### src/hw/rtl/tsvf_pkg.sv
// Shared types, register indexes and the step program of the shelf filter sequencer.
package tsvf_pkg;

    // Coefficient and configuration port widths
    localparam int COEF_W    = 32;
    localparam int NORM_W    = 31;
    localparam int CFG_IDX_W = 8;

    // Multiplier split: operand magnitude is cut into two 32-bit halves
    localparam int HALF_W = 32;
    localparam int MAG_W  = 2 * HALF_W;

    // Product scaling for Q4.28 and Q2.30 coefficients
    localparam int SH_Q28 = 28;
    localparam int SH_Q30 = 30;

    // Configuration register indexes
    localparam logic [CFG_IDX_W-1:0] CFG_CUTOFF_GAIN   = 8'd0;
    localparam logic [CFG_IDX_W-1:0] CFG_DAMPING_TWICE = 8'd1;
    localparam logic [CFG_IDX_W-1:0] CFG_NORMALISER    = 8'd2;
    localparam logic [CFG_IDX_W-1:0] CFG_SHELF_AMOUNT  = 8'd3;

    // Configuration reset values
    localparam logic [COEF_W-1:0] RST_CUTOFF_GAIN   = 32'd0;
    localparam logic [COEF_W-1:0] RST_DAMPING_TWICE = 32'd379625062;
    localparam logic [NORM_W-1:0] RST_NORMALISER    = 31'd1073741824;
    localparam logic [COEF_W-1:0] RST_SHELF_AMOUNT  = 32'd268435456;

    // Step program counter
    localparam int                PC_W      = 5;
    localparam logic [PC_W-1:0]   LAST_STEP = 5'd17;

    // Datapath working registers
    typedef enum logic [2:0] {
        R_X  = 3'd0,
        R_S1 = 3'd1,
        R_S2 = 3'd2,
        R_T  = 3'd3,
        R_HP = 3'd4,
        R_BP = 3'd5,
        R_LP = 3'd6,
        R_Y  = 3'd7
    } t_reg;

    // Coefficient select for the multiplier
    typedef enum logic [1:0] {
        C_G  = 2'd0,
        C_R2 = 2'd1,
        C_D  = 2'd2,
        C_M2 = 2'd3
    } t_coef;

    // One step of the program: a scaled multiply or a saturating add/sub
    typedef struct packed {
        logic  is_mul;
        t_reg  src_a;
        t_reg  src_b;
        logic  sub;
        t_coef coef;
        t_reg  dst;
    } t_uop;

    // Coefficient set from the configuration registers
    typedef struct packed {
        logic [COEF_W-1:0] g;
        logic [COEF_W-1:0] r2;
        logic [NORM_W-1:0] d;
        logic [COEF_W-1:0] m2;
    } t_coefs;

    // Command bundle from the controller to the datapath
    typedef struct packed {
        logic load_x;
        logic mul_lo;
        logic mul_hi;
        logic mul_wb;
        logic alu_wb;
        logic out_wb;
        t_uop uop;
    } t_dp_cmd;

    function automatic t_uop mk_mul(input t_reg src, input t_coef coef, input t_reg dst);
        t_uop u;
        u.is_mul = 1'b1;
        u.src_a  = src;
        u.src_b  = R_X;
        u.sub    = 1'b0;
        u.coef   = coef;
        u.dst    = dst;
        return u;
    endfunction

    function automatic t_uop mk_alu(input t_reg a, input t_reg b, input logic sub,
                                    input t_reg dst);
        t_uop u;
        u.is_mul = 1'b0;
        u.src_a  = a;
        u.src_b  = b;
        u.sub    = sub;
        u.coef   = C_G;
        u.dst    = dst;
        return u;
    endfunction

    // Filter program: feedback, highpass, two integrators, shelf mix
    function automatic t_uop step_uop(input logic [PC_W-1:0] pc);
        t_uop u;
        unique case (pc)
            5'd0:    u = mk_mul(R_S1, C_R2, R_T);           // 2R * s1
            5'd1:    u = mk_mul(R_S1, C_G, R_Y);            // g * s1
            5'd2:    u = mk_alu(R_T, R_Y, 1'b0, R_T);       // feedback
            5'd3:    u = mk_alu(R_X, R_T, 1'b1, R_T);       // x - feedback
            5'd4:    u = mk_alu(R_T, R_S2, 1'b1, R_T);      // minus s2
            5'd5:    u = mk_mul(R_T, C_D, R_HP);            // highpass
            5'd6:    u = mk_mul(R_HP, C_G, R_T);            // v1
            5'd7:    u = mk_alu(R_T, R_S1, 1'b0, R_BP);     // bandpass
            5'd8:    u = mk_alu(R_BP, R_T, 1'b0, R_S1);     // first integrator
            5'd9:    u = mk_mul(R_BP, C_G, R_T);            // v2
            5'd10:   u = mk_alu(R_T, R_S2, 1'b0, R_LP);     // lowpass
            5'd11:   u = mk_alu(R_LP, R_T, 1'b0, R_S2);     // second integrator
            5'd12:   u = mk_mul(R_BP, C_R2, R_T);           // 2R * bp
            5'd13:   u = mk_mul(R_T, C_M2, R_T);            // m2 * 2R * bp
            5'd14:   u = mk_alu(R_LP, R_T, 1'b0, R_Y);      // lp + band term
            5'd15:   u = mk_mul(R_HP, C_M2, R_T);           // m2 * hp
            5'd16:   u = mk_mul(R_T, C_M2, R_T);            // m2 * m2 * hp
            5'd17:   u = mk_alu(R_Y, R_T, 1'b0, R_Y);       // add high term
            default: u = mk_alu(R_Y, R_T, 1'b0, R_Y);
        endcase
        return u;
    endfunction

endpackage

### src/hw/rtl/tsvf_cfg_regs.sv
// Coefficient configuration registers of the shelf filter.
module tsvf_cfg_regs
    import tsvf_pkg::*;
(
    input  logic                 i_clk,
    input  logic                 i_rst_n,
    input  logic                 i_cfg_valid,
    output logic                 o_cfg_ready,
    input  logic [CFG_IDX_W-1:0] i_cfg_index,
    input  logic [COEF_W-1:0]    i_cfg_data,
    output t_coefs               o_coefs
);

    t_coefs r_coefs;

    // Always take a write beat
    assign o_cfg_ready = 1'b1;

    // Decode the index; drop writes beyond the register list
    always_ff @(posedge i_clk) begin
        if (!i_rst_n) begin
            r_coefs.g  <= RST_CUTOFF_GAIN;
            r_coefs.r2 <= RST_DAMPING_TWICE;
            r_coefs.d  <= RST_NORMALISER;
            r_coefs.m2 <= RST_SHELF_AMOUNT;
        end else if (i_cfg_valid) begin
            unique case (i_cfg_index)
                CFG_CUTOFF_GAIN:   r_coefs.g  <= i_cfg_data;
                CFG_DAMPING_TWICE: r_coefs.r2 <= i_cfg_data;
                CFG_NORMALISER:    r_coefs.d  <= i_cfg_data[NORM_W-1:0];
                CFG_SHELF_AMOUNT:  r_coefs.m2 <= i_cfg_data;
                default: ;
            endcase
        end
    end

    assign o_coefs = r_coefs;

endmodule

### src/hw/rtl/tsvf_dp.sv
// Datapath: working registers, shared split multiplier, saturating adder, format conversion.
module tsvf_dp
    import tsvf_pkg::*;
#(
    parameter int SAMPLE_BITS = 24,
    parameter int STATE_BITS  = 48
)
(
    input  logic                          i_clk,
    input  logic                          i_rst_n,
    input  t_dp_cmd                       i_cmd,
    input  t_coefs                        i_coefs,
    input  logic signed [SAMPLE_BITS-1:0] i_sample_in,
    output logic signed [SAMPLE_BITS-1:0] o_sample_out
);

    localparam int STATE_FRAC  = STATE_BITS - 8;
    localparam int SAMPLE_FRAC = SAMPLE_BITS - 1;

    localparam logic signed [STATE_BITS-1:0] ST_MAX = {1'b0, {(STATE_BITS-1){1'b1}}};
    localparam logic signed [STATE_BITS-1:0] ST_MIN = {1'b1, {(STATE_BITS-1){1'b0}}};
    localparam logic signed [SAMPLE_BITS-1:0] SMP_MAX = {1'b0, {(SAMPLE_BITS-1){1'b1}}};
    localparam logic signed [SAMPLE_BITS-1:0] SMP_MIN = {1'b1, {(SAMPLE_BITS-1){1'b0}}};

    // Input conversion: sample format to state format
    localparam int IN_UP = (STATE_FRAC >= SAMPLE_FRAC) ? STATE_FRAC - SAMPLE_FRAC : 0;
    localparam int IN_DN = (SAMPLE_FRAC > STATE_FRAC) ? SAMPLE_FRAC - STATE_FRAC : 0;
    localparam int IN_W  = SAMPLE_BITS + 1 + IN_UP;
    localparam int IN_CW = ((IN_W > STATE_BITS) ? IN_W : STATE_BITS) + 1;
    localparam logic [IN_W-1:0]  IN_RND = IN_W'((64'd1 << IN_DN) >> 1);
    localparam logic [IN_CW-1:0] IN_LIM = IN_CW'(1) << (STATE_BITS - 1);

    // Output conversion: state format to sample format
    localparam int OUT_UP = (SAMPLE_FRAC >= STATE_FRAC) ? SAMPLE_FRAC - STATE_FRAC : 0;
    localparam int OUT_DN = (STATE_FRAC > SAMPLE_FRAC) ? STATE_FRAC - SAMPLE_FRAC : 0;
    localparam int OUT_W  = STATE_BITS + 1 + OUT_UP;
    localparam int OUT_CW = ((OUT_W > SAMPLE_BITS) ? OUT_W : SAMPLE_BITS) + 1;
    localparam logic [OUT_W-1:0]  OUT_RND = OUT_W'((64'd1 << OUT_DN) >> 1);
    localparam logic [OUT_CW-1:0] OUT_LIM = OUT_CW'(1) << (SAMPLE_BITS - 1);

    // Product combine
    localparam int SUM_W = MAG_W + COEF_W + 1;
    localparam logic [SUM_W-1:0] RND_Q28 = SUM_W'(1) << (SH_Q28 - 1);
    localparam logic [SUM_W-1:0] RND_Q30 = SUM_W'(1) << (SH_Q30 - 1);
    localparam logic [SUM_W-1:0] MUL_LIM = SUM_W'(1) << (STATE_BITS - 1);

    logic signed [STATE_BITS-1:0] r_x, r_s1, r_s2, r_t, r_hp, r_bp, r_lp, r_y;
    logic [MAG_W-1:0]             r_plo, r_phi;
    logic                         r_mneg;
    logic signed [SAMPLE_BITS-1:0] r_sample_out;

    logic signed [STATE_BITS-1:0] opa, opb;
    logic [COEF_W-1:0]            coef;
    logic                         sh30;

    // Select operands
    always_comb begin
        case (i_cmd.uop.src_a)
            R_X:     opa = r_x;
            R_S1:    opa = r_s1;
            R_S2:    opa = r_s2;
            R_T:     opa = r_t;
            R_HP:    opa = r_hp;
            R_BP:    opa = r_bp;
            R_LP:    opa = r_lp;
            R_Y:     opa = r_y;
            default: opa = r_y;
        endcase
        case (i_cmd.uop.src_b)
            R_X:     opb = r_x;
            R_S1:    opb = r_s1;
            R_S2:    opb = r_s2;
            R_T:     opb = r_t;
            R_HP:    opb = r_hp;
            R_BP:    opb = r_bp;
            R_LP:    opb = r_lp;
            R_Y:     opb = r_y;
            default: opb = r_y;
        endcase
        case (i_cmd.uop.coef)
            C_G:     coef = i_coefs.g;
            C_R2:    coef = i_coefs.r2;
            C_D:     coef = {1'b0, i_coefs.d};
            C_M2:    coef = i_coefs.m2;
            default: coef = i_coefs.m2;
        endcase
        sh30 = (i_cmd.uop.coef == C_D);
    end

    // Operand magnitude, split into halves for the 32x32 multiplier
    logic [STATE_BITS:0]  a_ext, a_neg;
    logic [MAG_W-1:0]     a_mag;
    logic [HALF_W-1:0]    mul_in;
    logic [MAG_W-1:0]     prod;

    assign a_ext  = {opa[STATE_BITS-1], opa};
    assign a_neg  = '0 - a_ext;
    assign a_mag  = MAG_W'(opa[STATE_BITS-1] ? a_neg[STATE_BITS-1:0] : a_ext[STATE_BITS-1:0]);
    assign mul_in = i_cmd.mul_hi ? a_mag[MAG_W-1:HALF_W] : a_mag[HALF_W-1:0];
    assign prod   = MAG_W'(mul_in) * MAG_W'(coef);

    // Hold partial products
    always_ff @(posedge i_clk) begin
        if (i_cmd.mul_lo) begin
            r_plo  <= prod;
            r_mneg <= opa[STATE_BITS-1];
        end
        if (i_cmd.mul_hi) begin
            r_phi <= prod;
        end
    end

    // Combine, round half away from zero, scale and saturate
    logic [SUM_W-1:0]             sum, q, q_neg;
    logic signed [STATE_BITS-1:0] mul_res;

    always_comb begin
        sum   = SUM_W'(r_plo) + (SUM_W'(r_phi) << HALF_W) + (sh30 ? RND_Q30 : RND_Q28);
        q     = sh30 ? (sum >> SH_Q30) : (sum >> SH_Q28);
        q_neg = '0 - q;
        if (r_mneg) begin
            mul_res = (q > MUL_LIM) ? ST_MIN : q_neg[STATE_BITS-1:0];
        end else begin
            mul_res = (q >= MUL_LIM) ? ST_MAX : q[STATE_BITS-1:0];
        end
    end

    // Saturating add/sub
    logic [STATE_BITS:0]          alu_sum;
    logic signed [STATE_BITS-1:0] alu_res;

    always_comb begin
        if (i_cmd.uop.sub) begin
            alu_sum = {opa[STATE_BITS-1], opa} - {opb[STATE_BITS-1], opb};
        end else begin
            alu_sum = {opa[STATE_BITS-1], opa} + {opb[STATE_BITS-1], opb};
        end
        if (alu_sum[STATE_BITS] != alu_sum[STATE_BITS-1]) begin
            alu_res = alu_sum[STATE_BITS] ? ST_MIN : ST_MAX;
        end else begin
            alu_res = alu_sum[STATE_BITS-1:0];
        end
    end

    // Rescale the input sample to the state format
    logic [SAMPLE_BITS:0]         s_ext, s_neg;
    logic [IN_W-1:0]              in_mag, in_m;
    logic [IN_CW-1:0]             in_c, in_c_neg;
    logic signed [STATE_BITS-1:0] x_in;

    always_comb begin
        s_ext    = {i_sample_in[SAMPLE_BITS-1], i_sample_in};
        s_neg    = '0 - s_ext;
        in_mag   = IN_W'(i_sample_in[SAMPLE_BITS-1] ? s_neg[SAMPLE_BITS-1:0]
                                                   : s_ext[SAMPLE_BITS-1:0]);
        in_m     = ((in_mag + IN_RND) >> IN_DN) << IN_UP;
        in_c     = IN_CW'(in_m);
        in_c_neg = '0 - in_c;
        if (i_sample_in[SAMPLE_BITS-1]) begin
            x_in = (in_c > IN_LIM) ? ST_MIN : in_c_neg[STATE_BITS-1:0];
        end else begin
            x_in = (in_c >= IN_LIM) ? ST_MAX : in_c[STATE_BITS-1:0];
        end
    end

    // Rescale the mix to the sample format
    logic [STATE_BITS:0]           y_ext, y_neg;
    logic [OUT_W-1:0]              out_mag, out_m;
    logic [OUT_CW-1:0]             out_c, out_c_neg;
    logic signed [SAMPLE_BITS-1:0] y_out;

    always_comb begin
        y_ext     = {r_y[STATE_BITS-1], r_y};
        y_neg     = '0 - y_ext;
        out_mag   = OUT_W'(r_y[STATE_BITS-1] ? y_neg[STATE_BITS-1:0] : y_ext[STATE_BITS-1:0]);
        out_m     = ((out_mag + OUT_RND) >> OUT_DN) << OUT_UP;
        out_c     = OUT_CW'(out_m);
        out_c_neg = '0 - out_c;
        if (r_y[STATE_BITS-1]) begin
            y_out = (out_c > OUT_LIM) ? SMP_MIN : out_c_neg[SAMPLE_BITS-1:0];
        end else begin
            y_out = (out_c >= OUT_LIM) ? SMP_MAX : out_c[SAMPLE_BITS-1:0];
        end
    end

    // Write back one step result
    logic                         wr_en;
    logic signed [STATE_BITS-1:0] wr_data;

    assign wr_en   = i_cmd.mul_wb | i_cmd.alu_wb;
    assign wr_data = i_cmd.mul_wb ? mul_res : alu_res;

    always_ff @(posedge i_clk) begin
        if (i_cmd.load_x) begin
            r_x <= x_in;
        end
        if (wr_en) begin
            unique case (i_cmd.uop.dst)
                R_T:     r_t  <= wr_data;
                R_HP:    r_hp <= wr_data;
                R_BP:    r_bp <= wr_data;
                R_LP:    r_lp <= wr_data;
                R_Y:     r_y  <= wr_data;
                default: ;
            endcase
        end
        if (i_cmd.out_wb) begin
            r_sample_out <= y_out;
        end
    end

    // Integrator states clear on reset
    always_ff @(posedge i_clk) begin
        if (!i_rst_n) begin
            r_s1 <= '0;
            r_s2 <= '0;
        end else if (wr_en) begin
            if (i_cmd.uop.dst == R_S1) begin
                r_s1 <= wr_data;
            end
            if (i_cmd.uop.dst == R_S2) begin
                r_s2 <= wr_data;
            end
        end
    end

    assign o_sample_out = r_sample_out;

endmodule

### src/hw/rtl/tsvf_ctrl.sv
// Controller: step sequencer over the filter program and output beat handshake.
module tsvf_ctrl
    import tsvf_pkg::*;
(
    input  logic    i_clk,
    input  logic    i_rst_n,
    input  logic    i_in_valid,
    output logic    o_in_ready,
    output logic    o_out_valid,
    input  logic    i_out_ready,
    output t_dp_cmd o_cmd
);

    typedef enum logic [5:0] {
        S_IDLE   = 6'b000001,
        S_MUL_LO = 6'b000010,
        S_MUL_HI = 6'b000100,
        S_MUL_WB = 6'b001000,
        S_ALU    = 6'b010000,
        S_OUT    = 6'b100000
    } t_state;

    t_state          r_state, n_state;
    logic [PC_W-1:0] r_pc, n_pc;
    logic            r_out_valid, n_out_valid;
    logic            step_done;
    t_uop            cur_uop, nxt_uop, first_uop;

    assign cur_uop   = step_uop(r_pc);
    assign nxt_uop   = step_uop(r_pc + PC_W'(1));
    assign first_uop = step_uop('0);

    // Sequence states and step counter
    always_comb begin
        n_state     = r_state;
        n_pc        = r_pc;
        n_out_valid = r_out_valid & ~i_out_ready;
        step_done   = 1'b0;
        o_cmd       = '0;
        o_cmd.uop   = cur_uop;
        unique case (r_state)
            S_IDLE: begin
                if (i_in_valid) begin
                    o_cmd.load_x = 1'b1;
                    n_pc         = '0;
                    n_state      = first_uop.is_mul ? S_MUL_LO : S_ALU;
                end
            end
            S_MUL_LO: begin
                o_cmd.mul_lo = 1'b1;
                n_state      = S_MUL_HI;
            end
            S_MUL_HI: begin
                o_cmd.mul_hi = 1'b1;
                n_state      = S_MUL_WB;
            end
            S_MUL_WB: begin
                o_cmd.mul_wb = 1'b1;
                step_done    = 1'b1;
            end
            S_ALU: begin
                o_cmd.alu_wb = 1'b1;
                step_done    = 1'b1;
            end
            S_OUT: begin
                if (!r_out_valid || i_out_ready) begin
                    o_cmd.out_wb = 1'b1;
                    n_out_valid  = 1'b1;
                    n_state      = S_IDLE;
                end
            end
            default: n_state = S_IDLE;
        endcase

        // Advance to the next step or finish the sample
        if (step_done) begin
            if (r_pc == LAST_STEP) begin
                n_state = S_OUT;
            end else begin
                n_pc    = r_pc + PC_W'(1);
                n_state = nxt_uop.is_mul ? S_MUL_LO : S_ALU;
            end
        end
    end

    always_ff @(posedge i_clk) begin
        if (!i_rst_n) begin
            r_state     <= S_IDLE;
            r_pc        <= '0;
            r_out_valid <= 1'b0;
        end else begin
            r_state     <= n_state;
            r_pc        <= n_pc;
            r_out_valid <= n_out_valid;
        end
    end

    assign o_in_ready  = (r_state == S_IDLE);
    assign o_out_valid = r_out_valid;

    a_load_starts: assert property (@(posedge i_clk) disable iff (!i_rst_n)
        (r_state == S_IDLE && i_in_valid) |=> (r_state == S_MUL_LO || r_state == S_ALU))
        else $error("accepted sample did not start the program");

    a_pc_range: assert property (@(posedge i_clk) disable iff (!i_rst_n)
        r_pc <= LAST_STEP)
        else $error("step counter ran past the program");

    a_mul_order: assert property (@(posedge i_clk) disable iff (!i_rst_n)
        r_state == S_MUL_LO |=> r_state == S_MUL_HI)
        else $error("multiply halves out of order");

    a_out_source: assert property (@(posedge i_clk) disable iff (!i_rst_n)
        $rose(r_out_valid) |-> $past(r_state == S_OUT))
        else $error("result raised outside the output step");

    a_out_wait: assert property (@(posedge i_clk) disable iff (!i_rst_n)
        (r_state == S_OUT && r_out_valid && !i_out_ready) |=> r_state == S_OUT)
        else $error("result register overwritten while occupied");

endmodule

### src/hw/rtl/tpt_svf_high_shelf_core.sv
// Top level of the state-variable high-shelf filter: config registers, controller, datapath.
// Each accepted input beat runs 18 program steps on the one shared 32x32 multiplier:
//   9 multiplies (low half, high half, write-back) and 9 saturating adds, then the output step.
// The sequencer runs one sample through the program at a time and takes no input mid-program;
//   the next input beat is taken while the previous result waits in the output register.
// Reset (synchronous, i_rst_n low): integrators clear to zero, coefficients take their defaults.
// i_last_in_block is carried on the interface only; it does not affect the result.
module tpt_svf_high_shelf_core
    import tsvf_pkg::*;
#(
    parameter int SAMPLE_BITS = 24,
    parameter int STATE_BITS  = 48
)
(
    input  logic                          i_clk,
    input  logic                          i_rst_n,
    input  logic                          i_in_valid,
    output logic                          o_in_ready,
    input  logic signed [SAMPLE_BITS-1:0] i_sample_in,
    input  logic                          i_last_in_block,
    output logic                          o_out_valid,
    input  logic                          i_out_ready,
    output logic signed [SAMPLE_BITS-1:0] o_sample_out,
    input  logic                          i_cfg_valid,
    output logic                          o_cfg_ready,
    input  logic [CFG_IDX_W-1:0]          i_cfg_index,
    input  logic [COEF_W-1:0]             i_cfg_data
);

    t_coefs  coefs;
    t_dp_cmd cmd;

    tsvf_cfg_regs u_cfg_regs (
        .i_clk       (i_clk),
        .i_rst_n     (i_rst_n),
        .i_cfg_valid (i_cfg_valid),
        .o_cfg_ready (o_cfg_ready),
        .i_cfg_index (i_cfg_index),
        .i_cfg_data  (i_cfg_data),
        .o_coefs     (coefs)
    );

    tsvf_ctrl u_ctrl (
        .i_clk       (i_clk),
        .i_rst_n     (i_rst_n),
        .i_in_valid  (i_in_valid),
        .o_in_ready  (o_in_ready),
        .o_out_valid (o_out_valid),
        .i_out_ready (i_out_ready),
        .o_cmd       (cmd)
    );

    tsvf_dp #(
        .SAMPLE_BITS (SAMPLE_BITS),
        .STATE_BITS  (STATE_BITS)
    ) u_dp (
        .i_clk        (i_clk),
        .i_rst_n      (i_rst_n),
        .i_cmd        (cmd),
        .i_coefs      (coefs),
        .i_sample_in  (i_sample_in),
        .o_sample_out (o_sample_out)
    );

endmodule
### config.mk
export PLATFORM = sky130hd
export DESIGN_NAME = tpt_svf_high_shelf_core
export DESIGN_NICKNAME = d
export VERILOG_FILES = /design/src/hw/rtl/tsvf_pkg.sv /design/src/hw/rtl/tsvf_cfg_regs.sv /design/src/hw/rtl/tsvf_dp.sv /design/src/hw/rtl/tsvf_ctrl.sv /design/src/hw/rtl/tpt_svf_high_shelf_core.sv
export SDC_FILE = /design/constraint.sdc
export NUM_CORES = 2
export LEC_CHECK = 0
export BUFFER_PORTS_ARGS = -buffer_cell sky130_fd_sc_hd__buf_2
export CAP_MARGIN = 20
export CORE_MARGIN = 3
export CORE_UTILIZATION = 40
export CTS_CLUSTER_DIAMETER = 100
export DETAILED_ROUTE_END_ITERATION = 8
export GPL_TIMING_DRIVEN = 0
export PLACE_DENSITY = 0.53
export SLEW_MARGIN = 20
export SYNTH_ARGS = -nofsm -noshare
export SYNTH_HDL_FRONTEND = slang
export SYNTH_SLANG_ARGS = --single-unit
### constraint.sdc
create_clock -name i_clk -period 26.9 [get_ports i_clk]
set_input_delay 5.38 -clock i_clk [delete_from_list [all_inputs] [get_ports i_clk]]
set_output_delay 5.38 -clock i_clk [all_outputs]
set_load 0.05 [all_outputs]
==> flow_results.org <==
** Outcome
- Status :: complete, no violations

** CTS
- Deepest level of the CTS H-tree :: 3
- Sinks on Clock Net :: 638
- For the worst-skew pair, the clock arrives at the later sink with an insertion delay of 0.74 ns.
- Root buffer selected by CTS :: clkbuf_16
- Number of buffers on the longest clock path :: 3
- Clock transition at the registers of the reported paths :: 0.06 ns
- Hold buffers post-CTS :: 0
- Resized Gates After CTS :: 0
- TritonCTS created 79 clock buffers.
- CTS tree :: built
- In this run the post-CTS setup repair buffer count came out at 0.

** Finish
- Nets :: 10200
- Counting the fill cells in the layout gives 18700.
- Relative to the synthesized area, the layout overhead comes to 9.68%.
- Layout cells sized above 1 :: 6.40%

** Yosys
- Synth area leaders :: fa_1, edfxtp_1, dfxtp_1
- Synth cell count leaders :: nand2_1, inv_1, fa_1
- Cell variety after synth :: 101
- Post-synthesis instance area :: 75600 sq um
- Synth Flop Type :: edfxtp_1
- Number of flops mapped to enable cells by yosys :: 391
- Count of synthesis-stage warnings from yosys :: 0
- Dividing the synthesized area by the synthesized cell count gives 8.71 sq um.
- Count of mapped cells out of synthesis :: 8674
- In this run, synthesis produced a sequential element count of 638.
- Area share of the leading cell type in the synthesized netlist :: 23.8%
- Counting flops with an async set or reset pin after synthesis yields a share of 0%.
- Net count after synthesis :: 10000
- Cell type with the highest aggregate area in the netlist :: fa_1
- Most frequent cell after synthesis :: nand2_1
- Share of synthesized area occupied by flip-flops and latches :: 22.1%

** Critical path
- STA classifies the critical path startpoint as a flip-flop.
- Reg-to-reg critical path startpoint :: u_ctrl.cur_uop[11]
- Termination of the worst setup path :: u_dp.r_plo[63]
- Type of the worst setup path :: flip-flop to flip-flop
- Worst Path Buf+Inv :: 11
- Measured in cells, the most critical reg-to-reg path has a length of 47.
- Depth of the critical timing path with buffers and inverters included :: 47
- In this design, the stage delay of the slowest critical-path cell is 0.92 ns.
- Critical Path Sink Type :: flip-flop
- In this design, the largest share of critical-path delay is due to compound AO/OA/AOI/OAI gates.
- Data arrival, critical path :: 19.47 ns
- Across all register-to-register paths, the minimum setup slack is 7.86 ns.
- By instance count, the cell type seen most on the critical path is fa_1.
- Largest driver fanout on the critical path :: 10
- Origin of the worst setup path :: u_ctrl.cur_uop[11]
- Reg-to-reg endpoint :: u_dp.r_plo[63]
- Data on the critical path is required at its endpoint by 27.32 ns.
- The slowest stage of the critical path is the clkbuf_1 cell.

** GRT
- Wire length of the first global-routing pass :: 516000 um
- Number of antenna violations at the first check in global routing :: 23
- Entering global routing, the biggest net connects 44 pins.
- Grt peak-use layer :: met2
- For met3 alone, demand over resource in global routing was 8.65%.
- Summed over all layers, the global routing overflow is 0.
- Via count of the first global-routing pass :: 68700
- Global routing used 44.7% of the available met1 tracks.
- Global routing consumed, on the met2 layer, 58.8% of the routing resources.
- Aggregate global-route resource usage :: 37.6%

** Floorplanning
- In this run the vertical extent of the chip is 441 um.
- Overall die width :: 441 um
- Row count :: 158
- Area of the core :: 187000 sq um
- Die area :: 194000 sq um
- Pin placement for this block handled 97 I/O pins.
- The initial utilization of the core area, before any placement, comes to 40.5%.

** Power and ir drop
- Internal Pwr Total :: 1.74 mW
- Part of the total power dissipated in the clock network :: 47.2%
- Sw Pwr :: 0.627 mW
- Flop pwr share :: 44.8%
- For this design the static power due to leakage is 35.1 nW.
- Gate power share :: 8.1%
- Worst vdd rail ir drop :: 42.8 uV
- PwrDens :: 28.5 nW/um^2
- Share of total power consumed by net switching :: 26.5%

** STA
- In this run the tightest slew margin relative to its limit is 10.5%.
- Across the routed clock network, the largest skew measured is 0.0497 ns.
- Slew of the pin with the lowest slew margin :: 1.34 ns
- Of the available clock period, the critical path in the final layout requires 70.8%.
- For this run, the top clock speed supported by timing is 52.5 MHz.
- Setup TNS Final :: 0 ns
- Final WS setup :: 7.86 ns
- After layout, the minimum clock period comes to 19.04 ns.
- The number of hold-slack violations in the final timing report came to 0.
- Number of max-slew violations in the final report :: 0
- The tightest hold path in the finished design has a slack of 0.452 ns.
- Setup violations remaining at the end of the flow were counted as 0.
- Setup repair after global routing left no endpoint under its margin.

** Place
- Detailed-placement wirelength estimate :: 301000 um
- OpenSTA, run right after detailed placement, puts the worst setup slack at 8.43 ns.
- During placement, the flow inserted port buffers numbering 89.
- At the end of routability-driven placement, the weighted congestion stood at 1.07.

** Hold path
- The tightest min-delay check is of the flip-flop to flip-flop type.

** Routing
- For this run, design rule violations remaining after detail routing come to 0.
- Using the TritonRoute via totals, the vias-per-cell ratio works out to 6.10.
- Via total after detailed routing :: 69800
- Drt total wl :: 369000 um
- Antenna violation net count after detailed routing :: 0
- Dividing the detail-routed wire length by the instance count gives 32.2 um.
- In this run, the number of DRC markers left after iteration 0 of detailed routing was 7622.
- Number of iterations in the first detailed-routing pass :: 6

** Job
- Max-cap violations in this run came to 0.
==> cells in the final DEF (no fill, tap or decap), types with 78 or more instances in the layout <==
master        n
buf_2       127
xnor2_1     199
edfxtp_1    391
mux2_2       78
and3_1       90
dfxtp_1     247
nand3_1     189
nand2_1    1142
clkbuf_16    81
nor2_1      850
ha_1        362
a21o_1      102
o21ai_0     209
fa_1        897
xor2_1      126
mux2i_1     163
nor3_1      139
a21oi_1     481
nand2b_1    104
inv_1      1056
clkbuf_1    436
==> cells by family (layout without fill, tap and decap cells) <==
group / Yosys count / in the layout / synth area share [%]
flip-flops: 638 / 638 / 22.1
adder cells (fa/ha/maj): 1259 / 1259 / 29.7
other: 1 / 14 / 0.00496
buffers and inverters: 1578 / 1868 / 7.90
XOR/XNOR: 332 / 332 / 3.85
multiplexers: 274 / 274 / 4.30
AND/OR/NAND/NOR: 2962 / 2962 / 17.7
AO/OA/AOI/OAI: 1630 / 1630 / 14.5
==> how the worst min path moves through the flow <==
| stage | slack [ns] | depth (start not counted) | end | startpoint |
|---|---|---|---|---|
| finish | 0.45 | 2 | u_cfg_regs.o_coefs[111] | u_cfg_regs.o_coefs[111] |
| global placement | 0.44 | 2 | u_cfg_regs.o_coefs[119] | u_cfg_regs.o_coefs[119] |
| global route | 0.47 | 2 | u_cfg_regs.o_coefs[71] | u_cfg_regs.o_coefs[71] |
| CTS | 0.45 | 2 | u_cfg_regs.o_coefs[111] | u_cfg_regs.o_coefs[111] |
| floorplan | 0.43 | 2 | u_cfg_regs.o_coefs[63] | u_cfg_regs.o_coefs[63] |
| detailed placement | 0.44 | 2 | u_cfg_regs.o_coefs[71] | u_cfg_regs.o_coefs[71] |
==> layout make-up <==
class	count	area, sq um	area share [%]
clock inverters	39	469	0.566
plain buffers	518	2020	2.43
flip-flops and latches	638	16700	20.1
well taps	2480	3100	3.74
inverters	1060	3980	4.80
clock buffers	105	2190	2.64
repair buffers	146	1170	1.42
multi-input cells	6458	53300	64.2
diodes	13	32.5	0.0392
==> metal layers <==
layer / vias up / part of all wire [%]
met2: 4015 / 44
met4: 6 / 9.7
met3: 973 / 9.2
met5: - / 0.012
li1: 29800 / -
met1: 35100 / 37
==> worst min-delay path, cell delays in order, from the launching register on <==
cell     delay, ns
dfxtp_1       0.30
nand2_1       0.05
a21oi_1       0.05
==> sequential cells by signal (all words and copies together), names as in the netlist, 5 cells and up <==
register,count
u_dp.r_lp,48
u_dp.r_t,48
u_ctrl.r_state,6
u_ctrl.cur_uop,12
u_dp.r_plo,37
u_dp.r_y,48
u_dp.r_x,25
u_dp.r_s2,48
u_cfg_regs.o_coefs,127
u_dp.r_s1,48
u_dp.r_hp,48
u_ctrl.r_pc,5
u_dp.o_sample_out,24
u_dp.r_phi,64
u_dp.r_bp,48
==> power by group through the flow <==
stage | registers [mW] | clock network (mW) | logic [mW]
2_1_floorplan | 1.07 | 0 | 0.103
5_1_grt | 1.06 | 1.16 | 0.200
4_1_cts | 1.06 | 1.12 | 0.183
3_3_place_gp | 1.08 | 0 | 0.179
6_report | 1.06 | 1.11 | 0.191
3_5_place_dp | 1.08 | 0 | 0.182
==> per-stage QoR <==
| step | std cells | power (mW) | utilization (%) | area (sq um) |
|---|---|---|---|---|
| floorplan | 8674 | 1.17 | - | 75600 |
| global placement | 11200 | 1.26 | 42.4 | 79100 |
| detailed placement | 11300 | 1.26 | 42.9 | 80100 |
| CTS | 11400 | 2.36 | 44.4 | 82800 |
| global route | 11400 | 2.42 | 44.4 | 82900 |
| finish | 11500 | 2.36 | 44.4 | 82900 |
(Power assumes the default switching activity.)
